**config.mk**
```make
export PLATFORM = sky130hd
export DESIGN_NAME = read_alignment_match_score_core
export DESIGN_NICKNAME = d
export VERILOG_FILES = /design/src/ramsc_pkg.sv /design/src/ramsc_score.sv /design/src/read_alignment_match_score_core.sv
export SDC_FILE = /design/constraint.sdc
export NUM_CORES = 1
export LEC_CHECK = 0
export BUFFER_PORTS_ARGS = -buffer_cell sky130_fd_sc_hd__buf_2
export CAP_MARGIN = 15
export CORE_ASPECT_RATIO = 0.8
export CORE_UTILIZATION = 40
export CTS_BUF_LIST = sky130_fd_sc_hd__clkbuf_2
export DETAILED_ROUTE_END_ITERATION = 8
export PLACE_DENSITY = 0.63
export SYNTH_ARGS = -nofsm -noshare
export SYNTH_HDL_FRONTEND = slang
export SYNTH_SLANG_ARGS = --single-unit
```
**constraint.sdc**
```tcl
create_clock -name aclk -period 17.18 [get_ports aclk]
set_input_delay 1.718 -clock aclk [delete_from_list [all_inputs] [get_ports aclk]]
set_output_delay 1.718 -clock aclk [all_outputs]
set_load 0.01 [all_outputs]
```
**src/ramsc_pkg.sv**
```systemverilog
package ramsc_pkg;

    // item kinds carried in tuser
    localparam logic [1:0] OP_CIGAR = 2'd0;
    localparam logic [1:0] OP_MD    = 2'd1;
    localparam logic [1:0] OP_END   = 2'd2;

    // cigar operation codes
    localparam logic [3:0] CIG_M  = 4'd0;
    localparam logic [3:0] CIG_I  = 4'd1;
    localparam logic [3:0] CIG_D  = 4'd2;
    localparam logic [3:0] CIG_EQ = 4'd7;
    localparam logic [3:0] CIG_X  = 4'd8;

    // scoring modes
    localparam logic [1:0] MODE_MATCH = 2'd0;
    localparam logic [1:0] MODE_AS    = 2'd1;
    localparam logic [1:0] MODE_MAPQ  = 2'd2;
    localparam logic [1:0] MODE_RANK  = 2'd3;

    // md string characters
    localparam logic [7:0] MD_NUL      = 8'h00;
    localparam logic [7:0] MD_DEL_MARK = 8'h5E;
    localparam logic [7:0] MD_DIGIT_LO = 8'h30;
    localparam logic [7:0] MD_DIGIT_HI = 8'h39;

    // rank values for the rank mode: mapped b outranks a, unmapped b ranks lowest
    localparam logic [31:0] RANK_FROM_A      = 32'd1;
    localparam logic [31:0] RANK_B_MAPPED    = 32'd2;
    localparam logic [31:0] RANK_B_UNMAPPED  = 32'd0;

    // accumulator and score limits
    localparam logic [47:0] MT_MAX    = 48'h7FFF_FFFF_FFFF;
    localparam logic [47:0] MT_MIN    = 48'h8000_0000_0000;
    localparam logic [47:0] IND_MAX   = 48'hFFFF_FFFF_FFFF;
    localparam logic [31:0] MDM_MAX   = 32'hFFFF_FFFF;
    localparam logic [31:0] SCORE_MAX = 32'h7FFF_FFFF;

    typedef struct packed {
        logic [1:0]         op;
        logic [3:0]         cigar_code;
        logic [27:0]        cigar_length;
        logic [7:0]         md_character;
        logic               nm_present;
        logic signed [31:0] nm_count;
        logic               md_present;
        logic               as_present;
        logic signed [31:0] as_score;
        logic [7:0]         map_quality;
        logic               unmapped;
        logic               from_input_a;
    } item_t;

    typedef struct packed {
        logic [31:0] score;
        logic        missing_as_tag;
        logic        nm_anomaly;
        logic        no_mismatch_info;
    } result_t;

endpackage

```
**src/ramsc_score.sv**
```systemverilog
module ramsc_score import ramsc_pkg::*; (
    input  logic        aclk,
    input  logic        aresetn,
    input  logic        step,
    input  item_t       item,
    input  logic [1:0]  mode,
    output result_t     res
);

    logic [47:0] match_total_reg, match_total_next;
    logic [47:0] indel_total_reg, indel_total_next;
    logic        saw_exact_reg, saw_exact_next;
    logic        md_in_del_reg, md_in_del_next;
    logic [31:0] md_mm_reg, md_mm_next;

    logic signed [48:0] mt_delta;
    logic signed [48:0] mt_sum;
    logic [48:0]        ind_sum;
    logic [47:0]        mt_sat;
    logic [47:0]        ind_sat;
    logic               is_digit;

    logic signed [49:0] nm_diff;
    logic [32:0]        mm_sub;
    logic signed [49:0] s_val;
    logic               resolved;
    logic               anomaly;

    // saturating adders on the running totals
    always_comb begin
        mt_delta = 49'sd0;
        case (item.cigar_code)
            CIG_M, CIG_EQ: mt_delta = $signed({21'd0, item.cigar_length});
            CIG_D:         mt_delta = -$signed({21'd0, item.cigar_length});
            default:       mt_delta = 49'sd0;
        endcase
        mt_sum = $signed({match_total_reg[47], match_total_reg}) + mt_delta;
        if (mt_sum[48] != mt_sum[47]) begin
            mt_sat = mt_sum[48] ? MT_MIN : MT_MAX;
        end else begin
            mt_sat = mt_sum[47:0];
        end
        ind_sum = {1'b0, indel_total_reg} + {21'd0, item.cigar_length};
        ind_sat = ind_sum[48] ? IND_MAX : ind_sum[47:0];
        is_digit = (item.md_character >= MD_DIGIT_LO) && (item.md_character <= MD_DIGIT_HI);
    end

    // next state per beat kind
    always_comb begin
        match_total_next = match_total_reg;
        indel_total_next = indel_total_reg;
        saw_exact_next   = saw_exact_reg;
        md_in_del_next   = md_in_del_reg;
        md_mm_next       = md_mm_reg;
        case (item.op)
            OP_CIGAR: begin
                case (item.cigar_code)
                    CIG_EQ: begin
                        saw_exact_next   = 1'b1;
                        match_total_next = mt_sat;
                    end
                    CIG_M: match_total_next = mt_sat;
                    CIG_D: begin
                        indel_total_next = ind_sat;
                        match_total_next = mt_sat;
                    end
                    CIG_X: saw_exact_next = 1'b1;
                    CIG_I: indel_total_next = ind_sat;
                    default: ;
                endcase
            end
            OP_MD: begin
                if (item.md_character == MD_DEL_MARK) begin
                    md_in_del_next = 1'b1;
                end else if (is_digit) begin
                    md_in_del_next = 1'b0;
                end else if (item.md_character != MD_NUL && !md_in_del_reg) begin
                    if (md_mm_reg != MDM_MAX) begin
                        md_mm_next = md_mm_reg + 32'd1;
                    end
                end
            end
            OP_END: begin
                match_total_next = '0;
                indel_total_next = '0;
                saw_exact_next   = 1'b0;
                md_in_del_next   = 1'b0;
                md_mm_next       = '0;
            end
            default: ;
        endcase
    end

    always_ff @(posedge aclk) begin
        if (!aresetn) begin
            match_total_reg <= '0;
            indel_total_reg <= '0;
            saw_exact_reg   <= 1'b0;
            md_in_del_reg   <= 1'b0;
            md_mm_reg       <= '0;
        end else if (step) begin
            match_total_reg <= match_total_next;
            indel_total_reg <= indel_total_next;
            saw_exact_reg   <= saw_exact_next;
            md_in_del_reg   <= md_in_del_next;
            md_mm_reg       <= md_mm_next;
        end
    end

    // mismatch source: exact ops, then nm minus indels, then md letters
    always_comb begin
        nm_diff  = $signed({{18{item.nm_count[31]}}, item.nm_count})
                 - $signed({2'b00, indel_total_reg});
        resolved = saw_exact_reg;
        anomaly  = 1'b0;
        mm_sub   = '0;
        if (!resolved && item.nm_present) begin
            if (nm_diff[49]) begin
                anomaly = 1'b1;
            end else begin
                mm_sub   = nm_diff[32:0];
                resolved = 1'b1;
            end
        end
        if (!resolved && item.md_present) begin
            resolved = 1'b1;
            mm_sub   = {1'b0, md_mm_reg};
        end
        s_val = $signed({{2{match_total_reg[47]}}, match_total_reg})
              - $signed({17'd0, mm_sub});
    end

    // result for a record end
    always_comb begin
        res = '0;
        case (mode)
            MODE_MATCH: begin
                res.nm_anomaly       = anomaly;
                res.no_mismatch_info = !resolved;
                if (s_val[49]) begin
                    res.score = '0;
                end else if (s_val > $signed({18'd0, SCORE_MAX})) begin
                    res.score = SCORE_MAX;
                end else begin
                    res.score = s_val[31:0];
                end
            end
            MODE_AS: begin
                if (item.as_present) begin
                    res.score = item.as_score;
                end else begin
                    res.missing_as_tag = 1'b1;
                end
            end
            MODE_MAPQ: res.score = {24'd0, item.map_quality};
            default: begin
                if (item.from_input_a) begin
                    res.score = RANK_FROM_A;
                end else if (!item.unmapped) begin
                    res.score = RANK_B_MAPPED;
                end else begin
                    res.score = RANK_B_UNMAPPED;
                end
            end
        endcase
    end

endmodule

```
**src/read_alignment_match_score_core.sv**
```systemverilog
// Alignment record scorer. Each record streams in as cigar beats, then md
// character beats, then one record-end beat (tuser = 2) carrying the tag and
// flag values; only the record-end beat yields a result beat. One beat is
// taken per clock with no gaps between records, unless a record end stalls
// on a full result register. A record-end result passes the input register
// and then the result register, with the running totals updated in between.
// The user must write the scoring mode through cfg_we/cfg_wdata while the
// block is idle, which is not enforced; it is sampled at each record end.
module read_alignment_match_score_core import ramsc_pkg::*; (
    input  logic         aclk,
    input  logic         aresetn,
    input  logic         cfg_we,
    input  logic [1:0]   cfg_wdata,
    input  logic         s_axis_tvalid,
    output logic         s_axis_tready,
    // cigar_code, cigar_length, md_character, nm_present, nm_count,
    // md_present, as_present, as_score, map_quality, unmapped, from_input_a
    input  logic [119:0] s_axis_tdata,
    // op
    input  logic [1:0]   s_axis_tuser,
    output logic         m_axis_tvalid,
    input  logic         m_axis_tready,
    // score
    output logic [31:0]  m_axis_tdata,
    // missing_as_tag, nm_anomaly, no_mismatch_info
    output logic [2:0]   m_axis_tuser
);

    logic [1:0] mode_reg;
    logic       in_valid_reg;
    item_t      item_reg;
    item_t      item_in;
    logic       out_valid_reg;
    result_t    out_reg;
    result_t    res;
    logic       advance;
    logic       is_end;

    // unpack the input beat
    always_comb begin
        item_in.op           = s_axis_tuser;
        item_in.cigar_code   = s_axis_tdata[3:0];
        item_in.cigar_length = s_axis_tdata[31:4];
        item_in.md_character = s_axis_tdata[39:32];
        item_in.nm_present   = s_axis_tdata[40];
        item_in.nm_count     = s_axis_tdata[72:41];
        item_in.md_present   = s_axis_tdata[73];
        item_in.as_present   = s_axis_tdata[74];
        item_in.as_score     = s_axis_tdata[106:75];
        item_in.map_quality  = s_axis_tdata[114:107];
        item_in.unmapped     = s_axis_tdata[115];
        item_in.from_input_a = s_axis_tdata[116];
    end

    // flow control: only record ends need room in the result register
    assign is_end        = (item_reg.op == OP_END);
    assign advance       = in_valid_reg && (!is_end || !out_valid_reg || m_axis_tready);
    assign s_axis_tready = !in_valid_reg || advance;

    // mode register
    always_ff @(posedge aclk) begin
        if (!aresetn) begin
            mode_reg <= MODE_MATCH;
        end else if (cfg_we) begin
            mode_reg <= cfg_wdata;
        end
    end

    // input register
    always_ff @(posedge aclk) begin
        if (!aresetn) begin
            in_valid_reg <= 1'b0;
        end else if (s_axis_tready) begin
            in_valid_reg <= s_axis_tvalid;
        end
    end

    always_ff @(posedge aclk) begin
        if (s_axis_tready && s_axis_tvalid) begin
            item_reg <= item_in;
        end
    end

    ramsc_score u_score (
        .aclk    (aclk),
        .aresetn (aresetn),
        .step    (advance),
        .item    (item_reg),
        .mode    (mode_reg),
        .res     (res)
    );

    // result register
    always_ff @(posedge aclk) begin
        if (!aresetn) begin
            out_valid_reg <= 1'b0;
        end else if (advance && is_end) begin
            out_valid_reg <= 1'b1;
        end else if (m_axis_tready) begin
            out_valid_reg <= 1'b0;
        end
    end

    always_ff @(posedge aclk) begin
        if (advance && is_end) begin
            out_reg <= res;
        end
    end

    assign m_axis_tvalid = out_valid_reg;
    assign m_axis_tdata  = out_reg.score;
    assign m_axis_tuser  = {out_reg.no_mismatch_info, out_reg.nm_anomaly, out_reg.missing_as_tag};

endmodule

```
==> impl_results.md, run 1 <==
- Most common cell on crit path: a2111oi_0
- Top cell type's share of synthesized area: 21.9%
- Total Wirelength: 67400 um
- Initial Utilization: 40.9%
- Postcts setup bufs: 0
- CTS Buf Count: 81
- Number of synthesized flops with an enable pin: 154
- P per Cell Area: 74.7 nW/um^2
- Core area: 51600 um^2
- Hold Startpoint: u_score.indel_total_reg[3]
- Pre-antenna DRT Iters: 5
- CTS tree: yes
- Prevailing post-synth register cell: edfxtp_1
- Die height: 207 um
- Max-cap violations: 0
- Share of flip-flops with an asynchronous set or reset: 0%
- Chip Width: 259 um
- Arrival @ worst endpoint: 9660 ps
- Min-Delay Path Class: flip-flop to flip-flop
- Vias in the first global route: 18300
- RSZ-0062 raised after global routing: false
- Row cnt: 74
- Leak pwr: 0.00983 uW
- Status: completed
- Mean post-synth cell area: 8.49 um^2
- Setup-failing EPs final: 0
- Finished Layout Cells: 3400
- Leading cell type by number of instances after synthesis: nand2_1
- Antenna Nets Post-Route: 0
- Placer Congestion: 0.952
- Synth top cells by count: 294 x nand2_1, 233 x a21oi_1, 210 x nor2_1, 176 x o21ai_0, 161 x ha_1
- Endpoint with the worst hold slack: u_score.indel_total_reg[3]
- Hold-fix buffers at CTS: 0
- Syn_nets: 2779
- Finished Core Util: 45.3%
- H-tree levels: 3
- CTS clk-pin slew, worst paths: 110 ps
- R2R cell count: 25
- Post-CTS resize count: 0
- Number of flip-flops under the largest register name: 119
- Residual DRC: 0
- Reg-to-reg critical path endpoint: m_axis_tdata[2]
- R2r setup slk: 8250 ps
- CTS Sinks: 288
- GR Util All Layers: 24.4%
- Buffers on Ports: 162
- Synth top area cells: edfxtp_1 22%, dfxtp_1 13%, ha_1 9.5%
- Crit path largest cell delay: 800 ps
- Via/cell ratio: 5.79
- DR WL/cell: 19.8 um
- Synth warnings: 0
- Clk_lat worst skew: 1070 ps
- Dpl hpwl: 51900 um
- Fmax: 112 MHz
- Synth unique cells: 92
- Crit Path Category: flip-flop to flip-flop
- Register area share after synthesis: 34.6%
- DP Cell Count: 3252
- Largest net degree at the start of global routing: 76
- Initial antenna violation count: 2
- Hold path depth: 2
- Synth Instances: 2485
- Vias: 19700
- CTS root buf: clkbuf_2
- Nets: 2945
- CP Capture Type: flip-flop
- Worst setup SP type: flip-flop
- Share of layout cells above drive strength 1: 14.5%
- Drt first-iter violations: 1699
- Launching point of the worst reg2reg path: u_score.indel_total_reg[1]
- Area Growth Syn to Fin: 10.6%
- Slew margin rel.: 19.4%
- Crit-path slowest cell: a2111oi_0
- Worst slew pin tran: 1200 ps
- CP max FO: 35
- Worst clock skew: 103 ps
- First-pass GRT wire length: 102000 um
- Final Max Slew Viols: 0
- Setup_tns: 0 ps
- Min Tclk post-route: 8930 ps
- WP data required: 17910 ps
- Clock buffer depth: 3
- Die ar.: 53700 um^2
- IR drop worst, VDD: 45.0 uV
- Flops & latches, synth: 288
- I/O Pins: 166
- Fin. Hold Viols: 0
- Period utilization: 52.0%
- Area leader, netlist: edfxtp_1
- Mapped Area: 21100 um^2
- Total gr overflow: 0
==> routing by layer <==
metal	share of wire, %	wire [um]	vias up	track usage, %
met5	0.015	10	-	0
met4	2.1	1440	2	7.37
met1	48	32300	9302	35.7
met2	41	27900	754	35.4
li1	-	-	9530	-
met3	8.6	5760	103	5.45
==> worst max-delay path by stage <==
stage          cells past startpoint                        from               end
4_1_cts                           26  u_score.indel_total_reg[1]   m_axis_tdata[2]
5_1_grt                           25  u_score.indel_total_reg[1]   m_axis_tdata[2]
6_report                          25  u_score.indel_total_reg[1]   m_axis_tdata[2]
2_1_floorplan                      2               m_axis_tready       item_reg[0]
3_3_place_gp                      25  u_score.indel_total_reg[1]   m_axis_tdata[2]
3_5_place_dp                      26  u_score.indel_total_reg[1]  m_axis_tdata[10]
==> report_power, final <==
group          switching (uW)  total (uW)  internal (uW)
clock                     319         587            268
combinational             229         378            149
sequential               24.1         779            755
total                     572        1740           1170
==> per-stage QoR <==
step	instance area [um^2]	setup slack, ps	power (uW)	hold WS (ps)
floorplan	21100	8780	1050	435
detailed placement	22500	8520	1170	450
global route	23300	7710	1840	492
CTS	23300	8390	1760	467
finish	23300	8250	1740	464
global placement	22500	8500	1160	449
==> cell usage in the layout (no fill, tap or decap), types with 17 or more instances in the layout <==
cell / Yosys / final
dfxtp_1: 134 / 134
nand2b_1: 17 / 17
inv_1: 96 / 96
buf_4: 5 / 19
a21oi_1: 233 / 231
o21bai_1: 30 / 30
nand3_1: 54 / 54
and3_1: 40 / 39
o31ai_1: 22 / 22
clkbuf_2: 0 / 112
mux2i_1: 18 / 18
a21o_1: 84 / 84
nor4_1: 17 / 17
o21ai_0: 176 / 176
clkinv_1: 0 / 18
and2_1: 20 / 19
a211oi_1: 19 / 18
nor2b_1: 25 / 24
a31oi_1: 45 / 44
xnor2_1: 80 / 80
nor2_1: 210 / 209
buf_2: 8 / 162
ha_1: 161 / 161
nor3_1: 61 / 60
mux2_2: 32 / 32
xor2_1: 70 / 70
nand2_1: 294 / 294
or3_1: 19 / 19
edfxtp_1: 154 / 154
o21ai_1: 30 / 30
o21a_1: 23 / 23
nand4_1: 31 / 31
==> area by class of cell <==
type	count	area, um^2
fill	5092	28200
inverter	96	360
sequential	288	7310
clock inverter	34	297
antenna	2	5.00
multi-input combinational	2003	13000
clock buffer	112	561
timing repair buffer	181	953
tap	684	856
==> cell families (layout without fill, tap and decap cells) <==
group	Yosys count	after routing	share of synthesized area [%]
buf+inv	194	423	3.98
flops	288	288	34.6
mux	50	50	2.56
other cells	0	2	0
simple gates	857	857	19.5
xor+xnor	153	153	6.51
fa+ha+maj	165	165	9.92
compound gates	778	778	22.9
==> worst max-delay path: cells and delay by family, from the launching register on <==
family	cells	cell delay, ps
AOI/OAI and AO/OA	14	5260
adders and majority gates	2	730
buffers and inverters	3	930
DFF	1	430
and+or+nand+nor	6	1210
(Power assumes the default switching activity.)
==> run 2: changes to the inputs <==
==> constraint.sdc (replaced) <==
create_clock -name aclk -period 8.9 [get_ports aclk]
set_input_delay 0.89 -clock aclk [delete_from_list [all_inputs] [get_ports aclk]]
set_output_delay 0.89 -clock aclk [all_outputs]
set_load 0.01 [all_outputs]
==> run 2 against run 1 <==
Net effect:
- design area is 5.2% higher
- maximum frequency rose by 6.8%
- global-route usage up 0.49 points
- clock skew increased by 7.9 ps
- critical path depth unchanged
- core utilization grew 2.4 points
- worst hold slack lost 350 ps
- largest power group unchanged
- sequential power up 93%
- highest routed layer is now met4
- routed wire length rose by 1.9%
- count of clock-buffer cells in the layout decreased by 13
==> impl_results.md, run 2 (same netlist as run 1, synthesis figures left out) <==
- Status: completed (unchanged)
- Slew margin rel.: 18.9% (was 19.4%)
- Seq pwr share: 44.9% (was 44.7%)
- CP Capture Type: flip-flop (unchanged)
- Period utilization: 93.9% (was 52.0%)
- DR WL/cell: 19.5 um (was 19.8 um)
- Part of the power in the clock network: 31.8% (was 33.7%)
- Pre-antenna DRT Iters: 6 (was 5)
- Worst slew pin tran: 1220 ps (was 1200 ps)
- NetSw: 1130 uW (was 572 uW)
- WP data required: 9730 ps (was 17910 ps)
- Post-CTS resize count: 0 (unchanged)
- CTS clk-pin slew, worst paths: 120 ps (was 110 ps)
- Total gr overflow: 0 (unchanged)
- Crit Path Category: flip-flop to flip-flop (unchanged)
- Worst setup SP type: flip-flop (unchanged)
- Setup WS pre-CTS: 807 ps (was 8520 ps)
- Commonest cells after routing, fill and taps aside: 294 x nand2_1, 231 x a21oi_1, 209 x nor2_1 (unchanged)
- Commonest non-fill, non-tap cell in the layout: nand2_1 (unchanged)
- Setup_tns: 0 ps (unchanged)
- Initial Utilization: 40.9% (unchanged)
- Min Tclk post-route: 8360 ps (was 8930 ps)
- Max-cap violations: 0 (unchanged)
- Buffers on Ports: 162 (unchanged)
- Share of layout cells above drive strength 1: 13.8% (was 14.5%)
- Initial antenna violation count: 2 (unchanged)
- Row cnt: 74 (unchanged)
- Switching fraction of total power: 33.9% (was 32.8%)
- Postcts setup bufs: 0 (unchanged)
- Min-Delay Path Class: input port to flip-flop (was flip-flop to flip-flop)
- Residual DRC: 0 (unchanged)
- Core area: 51600 um^2 (unchanged)
- First-pass GRT wire length: 105000 um (was 102000 um)
- Fmax: 120 MHz (was 112 MHz)
- IR drop worst, VDD: 96.7 uV (was 45.0 uV)
- Logic pwr share: 23.3% (was 21.7%)
- Worst clock skew: 111 ps (was 103 ps)
- Die height: 207 um (unchanged)
- RSZ-0062 raised after global routing: false (unchanged)
- CTS root buf: clkbuf_2 (unchanged)
- Nets: 3072 (was 2945)
- I/O Pins: 166 (unchanged)
- Die ar.: 53700 um^2 (unchanged)
- Setup-failing EPs final: 0 (unchanged)
- Drt first-iter violations: 1823 (was 1699)
- Finished Core Util: 47.6% (was 45.3%)
- Arrival @ worst endpoint: 9190 ps (was 9660 ps)
- CTS Sinks: 288 (unchanged)
- CTS tree: yes (unchanged)
- CTS Buf Count: 79 (was 81)
- Fin. Hold Viols: 0 (unchanged)
- CP max FO: 34 (was 35)
- Final Worst Setup Slack: 539 ps (was 8250 ps)
- Finished Layout Cells: 3525 (was 3400)
- DP Cell Count: 3257 (was 3252)
- Int Power: 2220 uW (was 1170 uW)
- Area Growth Syn to Fin: 16.4% (was 10.6%)
- Clock buffer depth: 3 (unchanged)
- Antenna Nets Post-Route: 0 (unchanged)
- Leak pwr: 0.0103 uW (was 0.00983 uW)
- Number of flip-flops under the largest register name: 119 (unchanged)
- Total Wirelength: 68700 um (was 67400 um)
- Chip Width: 259 um (unchanged)
- Final Max Slew Viols: 0 (unchanged)
- H-tree levels: 3 (unchanged)
- P per Cell Area: 136 nW/um^2 (was 74.7 nW/um^2)
- Vias: 20100 (was 19700)
- GR Util All Layers: 24.9% (was 24.4%)
- Via/cell ratio: 5.69 (was 5.79)
- Largest net degree at the start of global routing: 77 (was 76)
- Dpl hpwl: 51300 um (was 51900 um)
- Total chip power: 3350 uW (was 1740 uW)
- Vias in the first global route: 18900 (was 18300)
- Clk_lat worst skew: 1140 ps (was 1070 ps)
- Placer Congestion: 0.965 (was 0.952)
[run 2: area by class of cell]
class / instances / area, um^2
clock buffers: 99 / 495
multi-input cells: 2003 / 13000
diodes: 5 / 12.5
flip-flops and latches: 288 / 7310
fillers: 4971 / 27000
repair buffers: 310 / 2260
inverters: 96 / 360
well taps: 684 / 856
clock inverters: 40 / 272
[run 2: worst paths after layout]
check	from	to	slack (ps)	depth (start not counted)
hold reg to reg	u_score.indel_total_reg[18]	u_score.indel_total_reg[18]	470	2
hold / removal	cfg_we	mode_reg[0]	110	3
setup reg to reg	u_score.indel_total_reg[1]	m_axis_tdata[3]	540	25
setup / recovery	u_score.indel_total_reg[1]	m_axis_tdata[3]	540	25
[run 2: metal layers]
metal,vias up,part of all wire [%],global-route usage [%]
li1,9752,-,-
met1,9409,48,36.5
met2,795,42,37.0
met3,112,7.5,4.87
met4,0,2.3,6.67
met5,-,0,0
[run 2: power by group through the flow]
| stage | sequential (uW) | combinational [uW] | clock, uW |
|---|---|---|---|
| 2_1_floorplan | 1520 | 514 | 0 |
| 3_3_place_gp | 1530 | 714 | 0 |
| 3_5_place_dp | 1530 | 726 | 0 |
| 4_1_cts | 1500 | 772 | 1090 |
| 5_1_grt | 1510 | 853 | 1160 |
| 6_report | 1500 | 782 | 1070 |
[run 2: metrics by stage]
stage	hold slack (ps)	instance area, um^2
floorplan	435	21100
global placement	446	22500
detailed placement	453	22500
CTS	0.593	24500
global route	16.1	24600
finish	114	24600
[run 2: what timing repair did]
item | 4_1_cts | 5_1_grt
hold buffers | 123 | 0
hold endpoints to repair | 122 | 0
setup endpoints to repair | 0 | 0
[run 2: worst max-delay path: stages, from the launching register on]
cell and delay, ps:
dfxtp_1 430, inv_1 100, ha_1 270, nor2b_1 130, o21a_1 170, o21ai_0 480, a211o_1 240, a21oi_1 140
a31o_2 340, a2111oi_0 790, o31ai_1 240, a31oi_1 330, or3b_2 220, buf_12 210, mux2_2 370, ha_1 200
a2111oi_0 710, o21ai_0 370, a211o_1 350, a2111oi_0 580, and4_1 300, and4_1 240, nand4_2 120, nor4_4 310
buf_12 230, a2bb2oi_1 100
